===== config.mk =====
export PLATFORM = sky130hd
export DESIGN_NAME = kf2_ram
export DESIGN_NICKNAME = d
export VERILOG_FILES = /design/src/rtl/core/kf2_ram.sv
export SDC_FILE = /design/constraint.sdc
export NUM_CORES = 1
export LEC_CHECK = 0
export BUFFER_PORTS_ARGS = -buffer_cell sky130_fd_sc_hd__buf_2
export CAP_MARGIN = 30
export CORE_UTILIZATION = 35
export CTS_CLUSTER_SIZE = 20
export DETAILED_ROUTE_END_ITERATION = 10
export PLACE_DENSITY = 0.48
export RECOVER_POWER = 50
export SLEW_MARGIN = 20
export SYNTH_ARGS = -nofsm -noshare
export SYNTH_HDL_FRONTEND = slang
export SYNTH_SLANG_ARGS = --single-unit
export TNS_END_PERCENT = 50

===== constraint.sdc =====
create_clock -name clk -period 4.2 [get_ports clk]
set_input_delay 0.84 -clock clk [delete_from_list [all_inputs] [get_ports clk]]
set_output_delay 0.84 -clock clk [all_outputs]
set_load 0.05 [all_outputs]

===== src/rtl/core/kf2_ram.sv =====
// kf2_ram: generic ram, one write port and two registered read ports
`timescale 1ns / 1ps

module kf2_ram #(
  parameter int WIDTH = 32,
  parameter int DEPTH = 32
) (
  input  logic                     clk,
  input  logic                     we,
  input  logic [$clog2(DEPTH)-1:0] waddr,
  input  logic [WIDTH-1:0]         wdata,
  input  logic [$clog2(DEPTH)-1:0] raddr_a,
  input  logic [$clog2(DEPTH)-1:0] raddr_b,
  output logic [WIDTH-1:0]         rdata_a,
  output logic [WIDTH-1:0]         rdata_b
);

  logic [WIDTH-1:0] mem [DEPTH];

  always_ff @(posedge clk) begin
    if (we) begin
      mem[waddr] <= wdata;
    end
    rdata_a <= mem[raddr_a];
    rdata_b <= mem[raddr_b];
  end

endmodule


# Word level (Yosys, flattened, before mapping)
# Memories as Yosys holds them, arrays and structs flattened. A register that Yosys moved wholly into a read port is not among the register bits.
# Cells that the tools add are included.
[totals]
ram_bits = 1024
wordCells = 3
out_inout_bits = 64
mem_count = 1
reg_bits = 0
[op_classes]
n_mux = 2
[mem_list]
columns = ["memory", "depth", "word_bits", "read_ports", "rd_clocked_by_memory_dff", "write_ports", "line", "text"]
rows = [
  ["mem", 32, 32, 2, 2, 1, "18", "logic [WIDTH-1:0] mem [DEPTH];"],
]
[ops]
columns = ["cell", "n"]
rows = [
  ["$mux 1", 2],
]

# Longest topological paths before layout
# Gate-level depths: netlist (run 1).
[logic_depth]
depth_word = 2
depth_mapped = 8
ltp_nobuf = 5

# Worst setup path before layout (run 1)
# Ideal clock, no wire load.
[synth_path]
kind = "in2reg"
startpoint = "input waddr[1]"
endpoint = "memory mem[12][0], enable pin"
path_slack_ns = 0.926
stages = 3
required_time_ns = 3.779
arrival_time_ns = 2.853
setup_ns = 0.421
n_path_buf = 1
path_cell_list = "or3b_2 -> clkbuf_1 -> nor2_1"
[synth_lines]
columns = ["item", "line", "text"]
rows = [
  ["start, declared", "10", "input logic [$clog2(DEPTH)-1:0] waddr,"],
  ["end, declared", "18", ""],
]
# Straight into the memory's write port.

# Final worst setup path (run 1)
[layout_path]
startpoint = "register rdata_b[10], read port of mem"
endpoint = "output rdata_b[10]"
[layout_lines]
columns = ["item", "line", "text"]
rows = [
  ["start, declared", "15", "output logic [WIDTH-1:0] rdata_b"],
]
# No word-level cell between the ends.

==> reports/summary.txt, run 1 <==
Routed vias/inst = 5.63
Max Slew Vio Count = 99
Buffers & Inverters on Critical Path = 1
Post-CTS setup buffers = 0
Top cells by area, synth = edfxtp_1 61%, mux2i_1 20%, a22oi_1 2.9%
R2r startpoint = mem[3][9]
CTS sink cnt = 1088
Seq cells post-synth = 1088
Min-delay src = mem[27][20]
Post_cts resized = 0
Netlist cell types = 24
MaxCap Viol Count = 4
Number of buffers created by CTS = 120
Setup violators final = 0
Critical Path Start Type = flip-flop
Row Count = 138
Flop-to-flop setup slack = 2.65 ns
Leakage = 21.0 nW
Cells after DPL = 5341
Worst min-delay path endpoint = rdata_a[20]
Clock Path Buffers = 3
Cells on worst reg2reg path = 5
Post-synthesis sequential area ratio = 64.0%
# DRC = 0
Cell Pwr Density = 436 mW/mm^2
Io pins = 113
Vias in the first global route = 31444
Synth area leader = edfxtp_1
Final Non-Filler Cells = 5574
Synth warn = 0
Post-CTS Hold Fix Bufs = 0
Area Growth Syn to Fin = 14.1%
Die area = 0.145 mm^2
Layout Nets = 3622
Ratio of cells with drive above 1 in the final layout = 11.5%
Worst EP arrival = 1.72 ns
Die Y = 380 um
Detailed Route WL = 168000 um
Synth Net Count = 3499
Total GRT Usage = 22.8%
Global route total overflow = 0
DP HPWL = 95800 um
WL/cell = 30.1 um
Cell area after synthesis = 0.0501 mm^2
CORE AREA = 0.142 mm^2
H-tree depth = 3
Routed Antenna Nets = 1
First-pass GRT wire length = 236000 um
Hold Path Cell Cnt = 4
Initial Utilization = 35.3%
CP Max Fanout = 1
Clock Pin Slew Worst Setup and Hold Paths = 0.06 ns
Fin crit period = 2.56 ns
Root Buffer = clkbuf_16
Gpl congestion = 0.780
Layout Skew = 0.0286 ns
Peak VDD IR = 0.368 mV
Worst Path Class, Setup = reg2out
Asr flop ratio synth = 0%
Most frequent cells after synthesis = 1024 x edfxtp_1, 1024 x mux2i_1, 195 x nand2_1
Number of detailed-route iterations in the first pass = 6
Largest net degree at the start of global routing = 71
Rel. slew slack = -9.99%
Critical R2R Capture = rdata_b[9]
Ys flop type = edfxtp_1
Top delay family on crit path = flip-flops
Number of flops mapped to enable cells by yosys = 1024
Fmax = 390 MHz
Fin crit share = 61.0%
Cells after synthesis = 3450
TritonCTS clock tree = built
Port buffer count = 112
Top cell type's share of synthesized area = 61.4%
Worst Path Required = 3.36 ns
Via count = 31379
Failing checks = antenna rules, capacitance limit, slew limit
Initial detailed-routing violation count = 2593
CP max stage cell = dfxtp_1
RSZ-0062 raised after global routing = no
Initial antenna violation count = 15
Cell Chain, Critical Path = buf_2
DIE WIDTH = 380 um
Endpoints failing hold = 0
Hold crit path type = reg2reg
Worst path max stage delay = 0.61 ns
Clock Latency Late Sink = 0.74 ns
Status = finished, violations left
Worst Tran Pin Value = 1.65 ns
Synthesized area per cell = 14.5 um^2
CP endpoint kind = primary output
Setup TNS = 0 ns
## worst max path at each step
stage           startpoint     endpoint  slack (ns)  cells past startpoint
2_1_floorplan     waddr[1]   mem[12][0]        0.93                      3
3_3_place_gp    raddr_b[1]   rdata_b[9]        1.14                      6
3_5_place_dp    raddr_b[1]  rdata_b[28]        1.15                      7
4_1_cts        rdata_b[10]  rdata_b[10]        1.58                      1
5_1_grt        rdata_b[10]  rdata_b[10]        1.65                      1
6_report       rdata_b[10]  rdata_b[10]        1.64                      1
## power breakdown
part | switching [mW] | internal [mW]
clock network | 4.35 | 6.00
registers | 0.155 | 12.1
logic | 1.60 | 0.710
## stage by stage
stage | hold WS (ns) | utilization [%] | setup slack, ns | power [mW] | cell area (um^2)
after floorplan | 0.579 | - | 0.926 | 13.8 | 50100
after global placement | 0.612 | 37.7 | 1.14 | 14.8 | 53400
after detailed placement | 0.615 | 37.7 | 1.15 | 14.8 | 53400
after CTS | 0.547 | 40.4 | 1.58 | 25.1 | 57200
after global routing | 0.670 | 40.3 | 1.65 | 25.7 | 57100
final | 0.624 | 40.3 | 1.64 | 24.9 | 57100
## metal layers
layer	share of wire [%]	global-route usage (%)	wire length [um]
met3	4.7	3.01	7960
met4	2.3	6.36	3930
met1	45	31.6	76200
met5	0.060	0	100
met2	47	37.2	79600
## layout by cell type (no fill, tap or decap)
cell / Yosys / final
nand2b_4: 0 / 2
a31oi_1: 64 / 64
a22o_1: 128 / 128
nand3_1: 194 / 194
buf_12: 0 / 43
dfxtp_1: 64 / 64
buf_4: 47 / 92
mux2i_1: 1024 / 1024
inv_16: 0 / 1
or3_1: 1 / 1
clkinv_2: 0 / 20
nand2_1: 195 / 193
bufinv_16: 0 / 8
and2_4: 0 / 2
clkbuf_1: 86 / 75
a21oi_1: 192 / 192
nor2b_4: 0 / 4
inv_6: 0 / 1
nor2_4: 0 / 27
a22oi_1: 192 / 192
buf_2: 70 / 77
clkbuf_8: 0 / 10
nor3_1: 64 / 64
nor2_1: 35 / 8
diode_2: 0 / 6
clkinvlp_4: 0 / 3
nand2_4: 0 / 2
clkbuf_16: 0 / 123
or3b_2: 3 / 3
clkinv_1: 0 / 26
or2_2: 2 / 2
nand3b_1: 5 / 5
buf_8: 0 / 2
edfxtp_1: 1024 / 1024
nand2b_2: 0 / 2
## state kept, by name (all words and copies together), names as in the netlist
| signal | cells |
|---|---|
| mem | 1024 |
| rdata_a | 32 |
| rdata_b | 32 |
## cells by family (layout without fill, tap and decap cells)
group | after synthesis | after routing | synth area share (%)
flip-flops | 1088 | 1088 | 64.0
multiplexers | 1024 | 1024 | 20.5
AO/OA/AOI/OAI | 576 | 576 | 7.84
AND/OR/NAND/NOR | 509 | 509 | 4.59
buffers and inverters | 253 | 481 | 3.13
other | 0 | 6 | 0
## area by class of cell
type | count | area (um^2)
Fill cell | 13112 | 84600
Sequential cell | 1088 | 32000
Multi-Input combinational cell | 2109 | 16700
Clock buffer | 168 | 3350
Tap cell | 1890 | 2360
Timing Repair Buffer | 254 | 2120
Clock inverter | 59 | 489
Antenna cell | 6 | 15.0
Note: power is estimated with default switching activity, not from simulation.
==> run 2, diff against run 1 <==
clock period = 2.64 ns   (was 4.2 ns; I/O delays follow)
==> run 2 against run 1 <==
First-iteration DRC count is 14% higher. The flow finishes with violations (capacitance limit, slew limit). Via count is 1.4% higher. Sequential share of layout area is 1.3 points lower. Setup slack worse by 1.2 ns. Die area stayed put. Register-to-register slack worse by 1.5 ns. Wire length hardly changed.
==> reports/summary.txt, run 2 (synthesis results as in run 1) <==
Status = finished, violations left
Failing checks = capacitance limit, slew limit
Biggest registers after layout = mem: 1024 flops, rdata_a: 32 flops, rdata_b: 32 flops
Routed Antenna Nets = 0 (-1)
Row Count = 138 (unchanged)
Worst Tran Pin Value = 1.71 ns (+0.0558 ns)
Cells after DPL = 5427 (+1.6%)
Comb power frac = 9.7% (+0.4 points)
Final worst setup slack = 0.430 ns (-1.21 ns)
Number of flip-flops in the largest register = 1024 (unchanged)
Most frequent cells in the layout = 1024 x mux2i_1, 1024 x edfxtp_1, 194 x nand3_1
Layout Skew = 0.0254 ns (-0.00314 ns)
CP endpoint kind = flip-flop
DP HPWL = 98300 um (+2.7%)
Initial antenna violation count = 21 (+6)
Fin crit period = 2.21 ns
Min-delay src = raddr_b[3]
Peak VDD IR = 0.467 mV (+27%)
Cell Pwr Density = 684 mW/mm^2 (+57%)
WL/cell = 29.7 um (-1.3%)
Initial Utilization = 35.3% (unchanged)
Clock Latency Late Sink = 0.74 ns (about the same)
Sequential share of power = 48.5% (-0.6 points)
Hold WS = 0.379 ns (-0.244 ns)
Hold crit path type = in2reg
Number of detailed-route iterations in the first pass = 8 (+2)
Port buffer count = 112 (unchanged)
Via count = 31803 (+1.4%)
R2r startpoint = mem[6][10]
CP max stage cell = dlymetal6s2s_1
Clock Path Buffers = 3 (unchanged)
Ratio of cells with drive above 1 in the final layout = 13.9% (+2.4 points)
Worst Path Class, Setup = in2reg
Total GRT Usage = 22.8% (+0.079 points)
Post-CTS setup buffers = 0 (unchanged)
Clock Pin Slew Worst Setup and Hold Paths = 0.06 ns (about the same)
Final instance area = 0.0585 mm^2 (+2.4%)
Root Buffer = clkbuf_16
DP Worst Slack = 0.262 ns (-0.884 ns)
Io pins = 113 (unchanged)
Clock power frac = 41.8% (+0.2 points)
Largest net degree at the start of global routing = 53 (-25%)
First-pass GRT wire length = 237000 um (+0.35%)
Layout Nets = 3705 (+2.3%)
Global route total overflow = 0 (unchanged)
Leakage = 21.7 nW (+3.2%)
Gpl congestion = 0.773 (-0.96%)
Die area = 0.145 mm^2 (unchanged)
Critical Path Start Type = input port
RSZ-0062 raised after global routing = no
H-tree depth = 3 (unchanged)
Worst Path Required = 2.96 ns (-0.40 ns)
Cell Chain, Critical Path = buf_2 -> nand3b_1 -> buf_4 -> nor2_1 -> dlymetal6s2s_1
Sw power = 9.64 mW (+58%)
TritonCTS clock tree = built
Post-CTS Hold Fix Bufs = 0 (unchanged)
Detailed Route WL = 168000 um (about the same)
Pwr Total = 40.0 mW (+61%)
Vias in the first global route = 31894 (+1.4%)
Post_cts resized = 0 (unchanged)
# DRC = 0 (unchanged)
Critical path origin = waddr[1]
Final Non-Filler Cells = 5649 (+1.3%)
Initial detailed-routing violation count = 2952 (+14%)
Worst EP arrival = 2.53 ns (+0.81 ns)
Setup violators final = 0 (unchanged)
Largest Register = mem
Pint = 30.4 mW (+62%)
Area Growth Syn to Fin = 16.7%
Fmax = 452 MHz
Worst path max stage delay = 1.27 ns (+0.66 ns)
Fin crit share = 83.7%
CP Max Fanout = 19 (+18)
Placement Cell Area = 0.0547 mm^2 (+2.4%)
CTS sink cnt = 1088 (unchanged)
CORE AREA = 0.142 mm^2 (unchanged)
Routed vias/inst = 5.63 (about the same)
Max Slew Vio Count = 53 (-46%)
DIE WIDTH = 380 um (unchanged)
Number of buffers created by CTS = 117 (-2.5%)
Rel. slew slack = -13.9% (-3.9 points)
Sw Share = 24.1% (-0.44 points)
Endpoints failing hold = 0 (unchanged)
MaxCap Viol Count = 2 (-2)
Die Y = 380 um (unchanged)
run 2: changes by cell type in the layout (fill, tap and decap cells not counted), moves of 5 or more:
cell       before  now
buf_12         43   94
bufinv_16       8   13
clkbuf_1       75   63
buf_4          92  130
run 2: cell type report:
class                      count  area [um^2]
antenna                        2         5.00
clock buffer                 161         3280
clock inverter                59          599
fill                       12991        83300
multi-input combinational   2109        16800
sequential                  1088        32000
tap                         1890         2360
timing repair buffer         340         3420
run 2: worst paths after layout:
path	to	depth (start not counted)	slack (ns)
max reg2reg	rdata_b[10]	5	1.13
max	mem[5][2]	5	0.43
min	rdata_b[1]	5	0.38
min reg2reg	rdata_a[3]	4	0.62
run 2: per-layer routing:
| layer | routed length [um] | up-vias | global-route usage, % |
|---|---|---|---|
| met5 | 120 | - | 0 |
| met3 | 8500 | 210 | 3.40 |
| met1 | 75100 | 16649 | 31.1 |
| met4 | 3600 | 18 | 5.91 |
| li1 | - | 14027 | - |
| met2 | 80600 | 899 | 37.9 |
run 2: worst max-delay path: cells and delay by family:
kind | cells | cell delay (ns)
AND/OR/NAND/NOR | 2 | 0.34
buffers and inverters | 3 | 1.61
run 2: power groups by stage:
stage / registers, mW / logic, mW / clock network [mW]
4_1_cts: 19.4 / 3.90 / 17.0
6_report: 19.4 / 3.88 / 16.7
3_5_place_dp: 19.8 / 3.90 / 0
2_1_floorplan: 20.1 / 1.88 / 0
5_1_grt: 19.4 / 4.08 / 17.6
3_3_place_gp: 19.8 / 3.89 / 0
run 2: metrics by stage:
| stage | util (%) | TNS (ns) |
|---|---|---|
| finish | 41.2 | 0 |
| global route | 41.2 | 0 |
| CTS | 41.3 | 0 |
| detailed placement | 38.6 | 0 |
| global placement | 38.6 | 0 |
| floorplan | - | -124.18 |
